<file path="src/rtl/core/i2c_slave_byte_controller_top_assert.svh">
// ----------------------------------------------------------------------------
// i2c slave byte controller assertion macros
// concurrent checks clocked on i_clk, held off while i_rst_n is low
// ----------------------------------------------------------------------------
`ifndef I2C_SLAVE_BYTE_CONTROLLER_TOP_ASSERT_SVH
`define I2C_SLAVE_BYTE_CONTROLLER_TOP_ASSERT_SVH

// consequent must hold in the same cycle as the antecedent
`define I2CSBC_ASSERT_SAME(lbl, ante, cons) \
    lbl: assert property (@(posedge i_clk) disable iff (!i_rst_n) (ante) |-> (cons)) \
        else $error("i2c slave byte controller: same-cycle check failed");

// consequent must hold in the cycle after the antecedent
`define I2CSBC_ASSERT_NEXT(lbl, ante, cons) \
    lbl: assert property (@(posedge i_clk) disable iff (!i_rst_n) (ante) |=> (cons)) \
        else $error("i2c slave byte controller: next-cycle check failed");

`endif

</file>
<file path="src/rtl/core/i2csbc_pkg.sv">
// ----------------------------------------------------------------------------
// i2csbc_pkg
// shared types and constants of the i2c slave byte controller
// ----------------------------------------------------------------------------
`default_nettype none

package i2csbc_pkg;

    localparam int unsigned RX_DEPTH = 16;
    localparam int unsigned TX_DEPTH = 16;
    localparam int unsigned RX_IDX_W = (RX_DEPTH > 1) ? $clog2(RX_DEPTH) : 1;
    localparam int unsigned TX_IDX_W = (TX_DEPTH > 1) ? $clog2(TX_DEPTH) : 1;

    localparam int unsigned ADDR_W  = 7;
    localparam int unsigned LEVEL_W = 8;
    localparam logic [LEVEL_W-1:0] LEVEL_MAX = '1;
    localparam logic [7:0] RW_BIT = 8'h01;

    typedef enum logic [2:0] {
        CMD_START = 3'd0,
        CMD_SHIFT = 3'd1,
        CMD_STOP  = 3'd2,
        CMD_PUT   = 3'd3,
        CMD_GET   = 3'd4
    } t_cmd;

    typedef enum logic [2:0] {
        ACT_NONE        = 3'd0,
        ACT_DRIVE_ACK   = 3'd1,
        ACT_SEND        = 3'd2,
        ACT_SAMPLE_ACK  = 3'd3,
        ACT_SAMPLE_BYTE = 3'd4,
        ACT_RELEASE     = 3'd5
    } t_action;

    typedef enum logic [2:0] {
        PH_CHECK_ADDR  = 3'd0,
        PH_SEND        = 3'd1,
        PH_REQ_REPLY   = 3'd2,
        PH_CHECK_REPLY = 3'd3,
        PH_REQ_DATA    = 3'd4,
        PH_GET_DATA    = 3'd5
    } t_phase;

    typedef struct packed {
        t_cmd       command;
        logic       start_completed;
        logic [7:0] bus_byte;
        logic [7:0] host_byte;
    } t_in_beat;

    typedef struct packed {
        t_action            line_action;
        logic [7:0]         shift_out_byte;
        logic               transmit_request;
        logic               receive_done;
        logic [LEVEL_W-1:0] received_count;
        logic [7:0]         rx_data;
        logic               rx_empty;
        logic               tx_accepted;
        logic [LEVEL_W-1:0] rx_available;
        logic               bus_busy;
    } t_out_beat;

    typedef struct packed {
        logic       push;
        logic       pop;
        logic [7:0] data;
    } t_rx_op;

    typedef struct packed {
        logic               empty;
        logic [LEVEL_W-1:0] level;
        logic [7:0]         pop_data;
    } t_rx_stat;

    typedef struct packed {
        logic       put;
        logic       take;
        logic       clear;
        logic [7:0] data;
    } t_tx_op;

    typedef struct packed {
        logic       empty;
        logic       full;
        logic [7:0] take_data;
    } t_tx_stat;

endpackage

`default_nettype wire

</file>
<file path="src/rtl/core/i2csbc_rx_ring.sv">
// ----------------------------------------------------------------------------
// i2csbc_rx_ring
// receive ring: head advanced before write, overwrites when full, level count
// ----------------------------------------------------------------------------
`default_nettype none

module i2csbc_rx_ring (
    input  wire logic                  i_clk,
    input  wire logic                  i_rst_n,
    input  wire i2csbc_pkg::t_rx_op    i_op,
    output i2csbc_pkg::t_rx_stat       o_stat
);

    localparam int unsigned IdxW = i2csbc_pkg::RX_IDX_W;
    localparam logic [IdxW-1:0] LastIdx = IdxW'(i2csbc_pkg::RX_DEPTH - 1);

    logic [7:0]      r_store [i2csbc_pkg::RX_DEPTH];
    logic [IdxW-1:0] r_head;
    logic [IdxW-1:0] r_tail;
    logic [i2csbc_pkg::LEVEL_W-1:0] r_level;

    logic [IdxW-1:0] head_inc;
    logic [IdxW-1:0] tail_inc;

    assign head_inc = (r_head == LastIdx) ? '0 : r_head + 1'b1;
    assign tail_inc = (r_tail == LastIdx) ? '0 : r_tail + 1'b1;

    always_ff @(posedge i_clk) begin
        if (i_op.push) begin
            r_store[head_inc] <= i_op.data;
        end
    end

    always_ff @(posedge i_clk) begin
        if (!i_rst_n) begin
            r_head  <= '0;
            r_tail  <= '0;
            r_level <= '0;
        end else if (i_op.push) begin
            r_head <= head_inc;
            if (r_level != i2csbc_pkg::LEVEL_MAX) begin
                r_level <= r_level + 1'b1;
            end
        end else if (i_op.pop) begin
            r_tail <= tail_inc;
            if (r_level != '0) begin
                r_level <= r_level - 1'b1;
            end
        end
    end

    assign o_stat.empty    = (r_head == r_tail);
    assign o_stat.level    = r_level;
    assign o_stat.pop_data = r_store[tail_inc];

endmodule

`default_nettype wire

</file>
<file path="src/rtl/core/i2csbc_tx_ring.sv">
// ----------------------------------------------------------------------------
// i2csbc_tx_ring
// transmit ring: host puts, bus takes, a master nack clears it
// ----------------------------------------------------------------------------
`default_nettype none

module i2csbc_tx_ring (
    input  wire logic                  i_clk,
    input  wire logic                  i_rst_n,
    input  wire i2csbc_pkg::t_tx_op    i_op,
    output i2csbc_pkg::t_tx_stat       o_stat
);

    localparam int unsigned IdxW = i2csbc_pkg::TX_IDX_W;
    localparam logic [IdxW-1:0] LastIdx = IdxW'(i2csbc_pkg::TX_DEPTH - 1);

    logic [7:0]      r_store [i2csbc_pkg::TX_DEPTH];
    logic [IdxW-1:0] r_head;
    logic [IdxW-1:0] r_tail;

    logic [IdxW-1:0] head_inc;
    logic [IdxW-1:0] tail_inc;

    assign head_inc = (r_head == LastIdx) ? '0 : r_head + 1'b1;
    assign tail_inc = (r_tail == LastIdx) ? '0 : r_tail + 1'b1;

    always_ff @(posedge i_clk) begin
        if (i_op.put) begin
            r_store[head_inc] <= i_op.data;
        end
    end

    always_ff @(posedge i_clk) begin
        if (!i_rst_n) begin
            r_head <= '0;
            r_tail <= '0;
        end else if (i_op.clear) begin
            r_head <= '0;
            r_tail <= '0;
        end else if (i_op.put) begin
            r_head <= head_inc;
        end else if (i_op.take) begin
            r_tail <= tail_inc;
        end
    end

    assign o_stat.empty     = (r_head == r_tail);
    assign o_stat.full      = (head_inc == r_tail);
    assign o_stat.take_data = r_store[tail_inc];

endmodule

`default_nettype wire

</file>
<file path="src/rtl/core/i2csbc_ctrl.sv">
// ----------------------------------------------------------------------------
// i2csbc_ctrl
// protocol sequencer: address match, read/write paths, ring operations
// ----------------------------------------------------------------------------
`default_nettype none

module i2csbc_ctrl (
    input  wire logic                               i_clk,
    input  wire logic                               i_rst_n,
    input  wire logic                               i_fire,
    input  wire i2csbc_pkg::t_in_beat               i_item,
    input  wire logic [i2csbc_pkg::ADDR_W-1:0]      i_own_address,
    input  wire i2csbc_pkg::t_rx_stat               i_rx_stat,
    input  wire i2csbc_pkg::t_tx_stat               i_tx_stat,
    output i2csbc_pkg::t_rx_op                      o_rx_op,
    output i2csbc_pkg::t_tx_op                      o_tx_op,
    output i2csbc_pkg::t_out_beat                   o_result
);

    i2csbc_pkg::t_phase r_phase, n_phase;
    logic r_listening, n_listening;
    logic r_receiving, n_receiving;
    logic r_busy, n_busy;

    logic shifting;
    logic addr_match;
    logic read_req;
    logic nack;
    logic send_now;
    logic send_ok;

    assign shifting   = i_fire && (i_item.command == i2csbc_pkg::CMD_SHIFT) && r_listening;
    assign addr_match = (i_item.bus_byte == 8'h00) ||
                        (i_item.bus_byte[7:1] == i_own_address);
    assign read_req   = (i_item.bus_byte & i2csbc_pkg::RW_BIT) != 8'h00;
    assign nack       = (i_item.bus_byte != 8'h00);
    assign send_now   = shifting && ((r_phase == i2csbc_pkg::PH_SEND) ||
                        ((r_phase == i2csbc_pkg::PH_CHECK_REPLY) && !nack));
    assign send_ok    = send_now && !i_tx_stat.empty;

    // next state
    always_comb begin
        n_phase     = r_phase;
        n_listening = r_listening;
        n_receiving = r_receiving;
        n_busy      = r_busy;
        if (i_fire) begin
            case (i_item.command)
                i2csbc_pkg::CMD_START: begin
                    n_busy  = 1'b1;
                    n_phase = i2csbc_pkg::PH_CHECK_ADDR;
                    if (i_item.start_completed) begin
                        n_listening = 1'b1;
                        n_receiving = 1'b0;
                    end
                end
                i2csbc_pkg::CMD_SHIFT: begin
                    if (r_listening) begin
                        case (r_phase)
                            i2csbc_pkg::PH_CHECK_ADDR: begin
                                if (!addr_match) begin
                                    n_listening = 1'b0;
                                end else if (read_req) begin
                                    n_phase = i2csbc_pkg::PH_SEND;
                                end else begin
                                    n_receiving = 1'b1;
                                    n_phase     = i2csbc_pkg::PH_REQ_DATA;
                                end
                            end
                            i2csbc_pkg::PH_CHECK_REPLY: begin
                                if (nack) begin
                                    n_listening = 1'b0;
                                end
                            end
                            i2csbc_pkg::PH_REQ_REPLY: begin
                                n_phase = i2csbc_pkg::PH_CHECK_REPLY;
                            end
                            i2csbc_pkg::PH_REQ_DATA: begin
                                n_phase = i2csbc_pkg::PH_GET_DATA;
                            end
                            i2csbc_pkg::PH_GET_DATA: begin
                                n_phase = i2csbc_pkg::PH_REQ_DATA;
                            end
                            default: begin
                            end
                        endcase
                        if (send_now) begin
                            if (send_ok) begin
                                n_phase = i2csbc_pkg::PH_REQ_REPLY;
                            end else begin
                                n_listening = 1'b0;
                            end
                        end
                    end
                end
                i2csbc_pkg::CMD_STOP: begin
                    n_busy      = 1'b0;
                    n_receiving = 1'b0;
                end
                default: begin
                end
            endcase
        end
    end

    // outputs and ring operations
    always_comb begin
        o_rx_op  = '0;
        o_tx_op  = '0;
        o_result = '0;
        o_rx_op.data = i_item.bus_byte;
        o_tx_op.data = i_item.host_byte;
        o_result.line_action = i2csbc_pkg::ACT_NONE;
        if (i_fire) begin
            case (i_item.command)
                i2csbc_pkg::CMD_START: begin
                    if (i_item.start_completed) begin
                        o_result.line_action = i2csbc_pkg::ACT_SAMPLE_BYTE;
                        if (r_receiving) begin
                            o_result.receive_done   = 1'b1;
                            o_result.received_count = i_rx_stat.level;
                        end
                    end
                end
                i2csbc_pkg::CMD_SHIFT: begin
                    if (r_listening) begin
                        case (r_phase)
                            i2csbc_pkg::PH_CHECK_ADDR: begin
                                if (addr_match) begin
                                    o_result.line_action      = i2csbc_pkg::ACT_DRIVE_ACK;
                                    o_result.transmit_request = read_req;
                                end else begin
                                    o_result.line_action = i2csbc_pkg::ACT_RELEASE;
                                end
                            end
                            i2csbc_pkg::PH_CHECK_REPLY: begin
                                if (nack) begin
                                    o_result.line_action = i2csbc_pkg::ACT_RELEASE;
                                    o_tx_op.clear        = 1'b1;
                                end
                            end
                            i2csbc_pkg::PH_REQ_REPLY: begin
                                o_result.line_action = i2csbc_pkg::ACT_SAMPLE_ACK;
                            end
                            i2csbc_pkg::PH_REQ_DATA: begin
                                o_result.line_action = i2csbc_pkg::ACT_SAMPLE_BYTE;
                            end
                            i2csbc_pkg::PH_GET_DATA: begin
                                o_result.line_action = i2csbc_pkg::ACT_DRIVE_ACK;
                                o_rx_op.push         = 1'b1;
                            end
                            default: begin
                            end
                        endcase
                        if (send_now) begin
                            if (send_ok) begin
                                o_result.line_action    = i2csbc_pkg::ACT_SEND;
                                o_result.shift_out_byte = i_tx_stat.take_data;
                                o_tx_op.take            = 1'b1;
                            end else begin
                                o_result.line_action = i2csbc_pkg::ACT_RELEASE;
                            end
                        end
                    end
                end
                i2csbc_pkg::CMD_STOP: begin
                    if (r_receiving && (i_rx_stat.level != '0)) begin
                        o_result.receive_done   = 1'b1;
                        o_result.received_count = i_rx_stat.level;
                    end
                end
                i2csbc_pkg::CMD_PUT: begin
                    if (!i_tx_stat.full) begin
                        o_tx_op.put          = 1'b1;
                        o_result.tx_accepted = 1'b1;
                    end
                end
                i2csbc_pkg::CMD_GET: begin
                    if (i_rx_stat.empty) begin
                        o_result.rx_empty = 1'b1;
                    end else begin
                        o_rx_op.pop      = 1'b1;
                        o_result.rx_data = i_rx_stat.pop_data;
                    end
                end
                default: begin
                end
            endcase
        end
        // level as it stands after this event
        o_result.rx_available = i_rx_stat.level;
        if (o_rx_op.push && (i_rx_stat.level != i2csbc_pkg::LEVEL_MAX)) begin
            o_result.rx_available = i_rx_stat.level + 1'b1;
        end else if (o_rx_op.pop && (i_rx_stat.level != '0)) begin
            o_result.rx_available = i_rx_stat.level - 1'b1;
        end
        o_result.bus_busy = n_busy;
    end

    always_ff @(posedge i_clk) begin
        if (!i_rst_n) begin
            r_phase     <= i2csbc_pkg::PH_CHECK_ADDR;
            r_listening <= 1'b0;
            r_receiving <= 1'b0;
            r_busy      <= 1'b0;
        end else begin
            r_phase     <= n_phase;
            r_listening <= n_listening;
            r_receiving <= n_receiving;
            r_busy      <= n_busy;
        end
    end

endmodule

`default_nettype wire

</file>
<file path="src/rtl/core/i2c_slave_byte_controller_top.sv">
// ----------------------------------------------------------------------------
// i2c_slave_byte_controller_top
// byte-level i2c slave engine with 16-entry receive and transmit rings
// ----------------------------------------------------------------------------
// The block takes one event beat per clock (start, finished shift, stop,
// host put, host get) and returns exactly one result beat for each. A beat
// is captured in an input register, the protocol sequencer and both rings
// update in one pass of logic, and the result lands in an output register
// that drives o_out_valid; sustained throughput is one beat per cycle, and
// only a stalled output register holds off new beats. The rings are
// flip-flop arrays of 16 bytes, each holding up to 15 bytes; a full receive
// ring is overwritten and its level saturates at 255. own_address sits at
// byte address 0 of the register port.
`default_nettype none
`include "i2c_slave_byte_controller_top_assert.svh"

module i2c_slave_byte_controller_top (
    input  wire logic                   i_clk,
    input  wire logic                   i_rst_n,
    // event channel
    input  wire logic                   i_in_valid,
    output logic                        o_in_stall,
    input  wire i2csbc_pkg::t_in_beat   i_in_data,
    // result channel
    output logic                        o_out_valid,
    input  wire logic                   i_out_stall,
    output i2csbc_pkg::t_out_beat       o_out_data,
    // register port
    input  wire logic                   psel,
    input  wire logic                   penable,
    input  wire logic                   pwrite,
    input  wire logic [2:0]             paddr,
    input  wire logic [31:0]            pwdata,
    output logic [31:0]                 prdata,
    output logic                        pready
);

    // register index taken from the word address bit
    localparam logic RegOwnAddress = 1'b0;

    logic [i2csbc_pkg::ADDR_W-1:0] r_own_address;

    logic                  r_in_valid;
    i2csbc_pkg::t_in_beat  r_in_beat;
    logic                  r_out_valid;
    i2csbc_pkg::t_out_beat r_out_beat;

    logic in_take;     // input beat accepted this edge
    logic advance;     // held beat is processed this edge
    logic cfg_write;

    i2csbc_pkg::t_rx_op    rx_op;
    i2csbc_pkg::t_rx_stat  rx_stat;
    i2csbc_pkg::t_tx_op    tx_op;
    i2csbc_pkg::t_tx_stat  tx_stat;
    i2csbc_pkg::t_out_beat result;

    // ---------------------------------------------------------------- regs
    assign pready    = 1'b1;
    assign cfg_write = psel && penable && pwrite && (paddr[2] == RegOwnAddress);

    always_ff @(posedge i_clk) begin
        if (!i_rst_n) begin
            r_own_address <= '0;
        end else if (cfg_write) begin
            r_own_address <= pwdata[i2csbc_pkg::ADDR_W-1:0];
        end
    end

    always_comb begin
        prdata = '0;
        if (paddr[2] == RegOwnAddress) begin
            prdata = {{(32 - i2csbc_pkg::ADDR_W){1'b0}}, r_own_address};
        end
    end

    // ---------------------------------------------------------------- flow
    // the held beat moves on whenever the result register is free or draining
    assign advance    = r_in_valid && (!r_out_valid || !i_out_stall);
    assign o_in_stall = r_in_valid && !advance;
    assign in_take    = i_in_valid && !o_in_stall;

    always_ff @(posedge i_clk) begin
        if (!i_rst_n) begin
            r_in_valid <= 1'b0;
        end else begin
            r_in_valid <= in_take || (r_in_valid && !advance);
        end
    end

    always_ff @(posedge i_clk) begin
        if (in_take) begin
            r_in_beat <= i_in_data;
        end
    end

    always_ff @(posedge i_clk) begin
        if (!i_rst_n) begin
            r_out_valid <= 1'b0;
        end else if (advance) begin
            r_out_valid <= 1'b1;
        end else if (!i_out_stall) begin
            r_out_valid <= 1'b0;
        end
    end

    always_ff @(posedge i_clk) begin
        if (advance) begin
            r_out_beat <= result;
        end
    end

    assign o_out_valid = r_out_valid;
    assign o_out_data  = r_out_beat;

    // ---------------------------------------------------------------- core
    i2csbc_ctrl u_ctrl (
        .i_clk         (i_clk),
        .i_rst_n       (i_rst_n),
        .i_fire        (advance),
        .i_item        (r_in_beat),
        .i_own_address (r_own_address),
        .i_rx_stat     (rx_stat),
        .i_tx_stat     (tx_stat),
        .o_rx_op       (rx_op),
        .o_tx_op       (tx_op),
        .o_result      (result)
    );

    i2csbc_rx_ring u_rx_ring (
        .i_clk   (i_clk),
        .i_rst_n (i_rst_n),
        .i_op    (rx_op),
        .o_stat  (rx_stat)
    );

    i2csbc_tx_ring u_tx_ring (
        .i_clk   (i_clk),
        .i_rst_n (i_rst_n),
        .i_op    (tx_op),
        .o_stat  (tx_stat)
    );

    // ---------------------------------------------------------------- checks
    // a held beat that did not move on is still held next cycle
    `I2CSBC_ASSERT_NEXT(a_hold_in_beat, r_in_valid && !advance, r_in_valid)
    // input stall only while both registers are occupied
    `I2CSBC_ASSERT_SAME(a_stall_cause, o_in_stall, r_in_valid && r_out_valid && i_out_stall)
    // a stored host byte never comes with a line action or end of reception
    `I2CSBC_ASSERT_SAME(a_put_quiet, o_out_valid && o_out_data.tx_accepted, (o_out_data.line_action == i2csbc_pkg::ACT_NONE) && !o_out_data.receive_done)
    // end of reception is only reported on start or stop beats
    `I2CSBC_ASSERT_SAME(a_done_action, o_out_valid && o_out_data.receive_done, (o_out_data.line_action == i2csbc_pkg::ACT_NONE) || (o_out_data.line_action == i2csbc_pkg::ACT_SAMPLE_BYTE))

endmodule

`default_nettype wire
</file>
<file path="config.mk">
export PLATFORM = sky130hd
export DESIGN_NAME = i2c_slave_byte_controller_top
export DESIGN_NICKNAME = d
export VERILOG_FILES = /design/src/rtl/core/i2csbc_pkg.sv /design/src/rtl/core/i2csbc_rx_ring.sv /design/src/rtl/core/i2csbc_tx_ring.sv /design/src/rtl/core/i2csbc_ctrl.sv /design/src/rtl/core/i2c_slave_byte_controller_top.sv
export VERILOG_INCLUDE_DIRS = /design/src /design/src/rtl/core
export SDC_FILE = /design/constraint.sdc
export NUM_CORES = 1
export LEC_CHECK = 0
export BUFFER_PORTS_ARGS = -buffer_cell sky130_fd_sc_hd__buf_2
export CORE_MARGIN = 2
export CORE_UTILIZATION = 30
export CTS_BUF_LIST = sky130_fd_sc_hd__clkbuf_4
export DETAILED_ROUTE_END_ITERATION = 8
export HOLD_SLACK_MARGIN = 0.02
export SETUP_SLACK_MARGIN = 0.5
export SLEW_MARGIN = 5
export SYNTH_ARGS = -nofsm -noshare
export SYNTH_HDL_FRONTEND = slang
export SYNTH_SLANG_ARGS = --single-unit
</file>
<file path="constraint.sdc">
create_clock -name i_clk -period 2.5 [get_ports i_clk]
set_input_delay 0.125 -clock i_clk [delete_from_list [all_inputs] [get_ports i_clk]]
set_output_delay 0.125 -clock i_clk [all_outputs]
set_load 0.05 [all_outputs]
</file>
==> results_tabular.tex <==
\begin{tabular}{lr}
\hline
Metric & Value \\
\hline
\multicolumn{2}{l}{\textbf{Placed design}} \\
Final estimated routing congestion in global placement & between 0.7 and 0.8 \\
Count of placed standard cells including taps & around 1.7k \\
Number of buffers added on ports & between 80 and 90 \\
Post-detail-place hpwl & around 22000 um \\
\multicolumn{2}{l}{\textbf{Drt}} \\
Detail-routed net length per standard cell & 18.10 um \\
Total number of vias & roughly 9.3k \\
Number of DRC markers in iteration 0 & a little under 500 \\
DRC violations left & 0 \\
Post-detailed-routing wire length & roughly 36000 um \\
TritonRoute pass-1 iters & 5 \\
Per-cell via count in the routed design & 4.633 \\
Remaining antenna violation count & 0 \\
\multicolumn{2}{l}{\textbf{GRT}} \\
Combined global-route utilization of all metal layers & 13.83\% \\
Global-route wire length before repair & $\sim$55000 um \\
Total congestion overflow & 0 \\
Maximum number of pins on one net before global-route repair & 45 \\
Busiest metal layer after global routing & met2 \\
Antenna violations before repair & 2 \\
Vias in the first global route & approximately 9.6k \\
Fraction of met3 tracks used by global routing & 3.311\% \\
Global Route met1 Usage & 16.42\% \\
Met2 Use GR & 23.85\% \\
\multicolumn{2}{l}{\textbf{STA}} \\
Setup repair after global routing missed its margin & yes \\
Fmax & 457.8 MHz \\
Max transition margin & between 40\% and 50\% \\
Crit path time final & 2184 ps \\
Aggregate negative setup slack & 0 ps \\
Max Slew Vio Count & 0 \\
Number of endpoints with negative hold slack in the final report & 0 \\
Max Clock Skew & 46.77 ps \\
Post-route fraction of the period consumed by the critical path & about 87\% \\
Transition time at the pin with the least slew margin & $\sim$790 ps \\
Number of setup violations in the final report & 0 \\
\multicolumn{2}{l}{\textbf{Critical path}} \\
Critical-path cell with the highest stage delay & dfxtp\_4 \\
Arrival time at the worst endpoint & roughly 2700 ps \\
Buffering stage count on the worst path with inverters included & 3 \\
Kind of cell adding the most delay to the critical path & buffers and inverters \\
Critical path capture point type & flip-flop \\
Cells along the critical path & inv\_1, ha\_4, xor2\_2, nor3\_2, a211oi\_2, buf\_4, buf\_6, and3\_4 \\
Data required time of the worst path & between 2000 and 3000 ps \\
Delay of the slowest cell on the worst path & approximately 390 ps \\
Critical-path maximum fanout & 8 \\
Path type of the worst setup path & flip-flop to flip-flop \\
Critical path startpoint category & flip-flop \\
\multicolumn{2}{l}{\textbf{Logic synthesis}} \\
Leading post-synthesis cells by cell area & edfxtp\_1 (62\%), mux2i\_1 (6.6\%), mux4\_2 (5.6\%), dfxtp\_1 (5.1\%), buf\_4 (1.6\%) \\
Number of instances in the synthesized netlist & 976 \\
Syn avg cell area & roughly 16 um\^{}2 \\
Register bit total from synthesis & 355 \\
Share of synthesized registers carrying an async set or reset & 0\% \\
Top-area cell type share of the netlist area & 62.04\% \\
Yosys warns & 0 \\
Yosys top cell by area & edfxtp\_1 \\
Sequential share of the synthesized area & between 60\% and 70\% \\
Predominant post-synthesis flop cell & edfxtp\_1 \\
Number of library cell types mapped by synthesis & slightly below 80 \\
Post-synth EDFFs & $\sim$320 \\
Cell area after synthesis & between 0.015 and 0.02 mm\^{}2 \\
\multicolumn{2}{l}{\textbf{Final layout}} \\
Finished Layout Cells & 2010 \\
Net count of the finished layout & $\sim$1.4k \\
Signed area change from the synthesized netlist to the final layout & 29.72\% \\
Fraction of final layout cells sized beyond drive strength 1 & 39.33\% \\
Most frequent cells in the layout & edfxtp\_1 (316), clkbuf\_4 (123), mux2i\_1 (91), buf\_2 (83), buf\_4 (71) \\
Most common cell after layout, fill and taps aside & edfxtp\_1 \\
\multicolumn{2}{l}{\textbf{Floorplanning}} \\
I/O Pins & roughly 140 \\
Initial core utilization & around 30\% \\
Overall die height & approximately 230 um \\
Num rows & 82 \\
Horizontal die dimension & $\sim$230 um \\
Core area & 0.05027 mm\^{}2 \\
Area of the die & approximately 0.053 mm\^{}2 \\
\multicolumn{2}{l}{\textbf{Pwr}} \\
Proportion of power drawn by the clock network & between 40 and 50\% \\
Total power density per cell area & between 600 and 700 mW/mm\^{}2 \\
Switching Share & a little under a quarter \\
Static leakage & 7.093 nW \\
Switching pwr & between 2 and 3 mW \\
Combinational share of power & 4.1\% \\
Sequential group share of total power & 54.8\% \\
Maximum resistive drop on vdd & about 0.43 mV \\
Cell-internal power & about 9 mW \\
\multicolumn{2}{l}{\textbf{CTS}} \\
TritonCTS buffer count & 92 \\
Cell at the root of the clock tree & clkbuf\_4 \\
Clock-pin slew on the worst setup and hold paths & about 70 ps \\
TritonCTS clock tree & yes \\
Worst skew pair latency & 810 ps \\
Maximum level of the CTS H-tree & 3 \\
Sinks on Clock Net & 355 \\
Maximum buffer depth of the clock tree & 3 \\
\multicolumn{2}{l}{\textbf{Status}} \\
Outcome & complete, no violations \\
\multicolumn{2}{l}{\textbf{Hold path}} \\
Worst min-delay path class & input port to flip-flop \\
\multicolumn{2}{l}{\textbf{Run}} \\
Max-cap violations & 0 \\
\hline
\end{tabular}
-- state kept, by name (all words and copies together), names as in the netlist --
| register | count |
|---|---|
| u_rx_ring.r_store | 128 |
| u_tx_ring.r_store | 128 |
| o_out_data | 40 |
| r_in_beat | 20 |
| u_rx_ring.r_level | 8 |
| r_own_address | 7 |
| u_rx_ring.r_head | 4 |
| u_rx_ring.r_tail | 4 |
| u_tx_ring.r_head | 4 |
| u_tx_ring.r_tail | 4 |
| u_ctrl.r_phase | 3 |
| o_out_valid | 1 |
| r_in_valid | 1 |
| u_ctrl.r_busy | 1 |
| u_ctrl.r_listening | 1 |
| u_ctrl.r_receiving | 1 |
-- final timing paths --
| check | from | endpoint | slack (ps) | cells after the start |
|---|---|---|---|---|
| worst max-delay path | u_tx_ring.r_head[1] | u_tx_ring.r_store[4][6] | 320 | 8 |
| worst min-delay path | i_in_data[18] | r_in_beat[18] | 90 | 2 |
| worst max register to register | u_tx_ring.r_head[1] | u_tx_ring.r_store[4][6] | 320 | 8 |
| worst min register to register | r_in_valid | o_out_valid | 510 | 2 |
-- power by group through the flow --
stage | Clock [mW] | Sequential (mW) | Combinational [mW]
after floorplan | 0 | 6.76 | 0.202
after global placement | 0 | 6.68 | 0.388
after detailed placement | 0 | 6.69 | 0.392
after CTS | 5.06 | 6.55 | 0.481
after global routing | 5.37 | 6.56 | 0.525
final | 4.91 | 6.55 | 0.496
-- metrics by stage --
stage | cell area (um^2) | utilization, % | hold slack, ps | setup WS, ps | power, mW
2_1_floorplan | 15670 | - | 223.9 | 383.1 | 6.964
3_3_place_gp | 16810 | 33.44 | 302.1 | 172.3 | 7.071
3_5_place_dp | 16810 | 33.44 | 303.1 | 170.2 | 7.078
4_1_cts | 19500 | 38.79 | 20.29 | 348.8 | 12.09
5_1_grt | 19840 | 39.47 | 40.80 | 211.0 | 12.46
6_report | 19840 | 39.47 | 92.75 | 315.7 | 11.95
-- per-layer routing --
layer / wire length (um) / part of all wire (%) / vias to the layer above
met2: 18560 / 51 / 224
met3: 1721 / 4.7 / 72
li1: - / - / 4381
met1: 15120 / 42 / 4636
met5: 0 / 0 / -
met4: 977 / 2.7 / 0
-- layout make-up --
cell class                      instances  area [um^2]
Inverter                               17        68.82
Sequential cell                       355        10300
Timing Repair Buffer                  255         2227
Clock buffer                          123        923.4
Multi-Input combinational cell        551         5261
Clock inverter                         34        207.7
Antenna cell                            3        7.507
Fill cell                            4715        30430
Tap cell                              672        840.8
-- worst reg2reg max path, stage by stage (launching register included) --
cell and delay, ps:
dfxtp_4 390, inv_1 100, ha_4 300, xor2_2 150
nor3_2 80, a211oi_2 260, buf_4 180, buf_6 130
and3_4 280
-- cell usage after synthesis (11+ instances only) --
cell type / count
mux4_2: 38
a211oi_1: 17
ha_1: 16
clkbuf_1: 28
mux2i_1: 101
nor2_1: 38
o21ai_0: 15
inv_1: 15
buf_2: 14
xor2_1: 14
a21oi_1: 21
nor2b_1: 21
xnor2_1: 19
and3_1: 37
nand2b_1: 11
edfxtp_1: 316
and2_1: 12
nand2_1: 42
buf_4: 32
nor3_1: 18
dfxtp_1: 39
-- kinds of logic after synthesis --
kind of cell	after synthesis	synth area share (%)
multiplexers	141	12.35
other	2	0.04910
XOR/XNOR	34	1.996
AO/OA/AOI/OAI	112	5.677
adder cells (fa/ha/maj)	16	1.309
flip-flops	355	67.14
buffers and inverters	95	3.427
AND/OR/NAND/NOR	221	8.049
-- what timing repair did --
| action | CTS | global route |
|---|---|---|
| hold buffers | 55 | 0 |
| setup endpoints to repair | 314 | 290 |
| gates cloned | 8 | 1 |
| hold endpoints to repair | 69 | 0 |
| buffers inserted | 57 | 11 |
| gates resized for setup | 107 | 53 |
| pin swaps | 47 | 37 |
(Power assumes the default switching activity.)
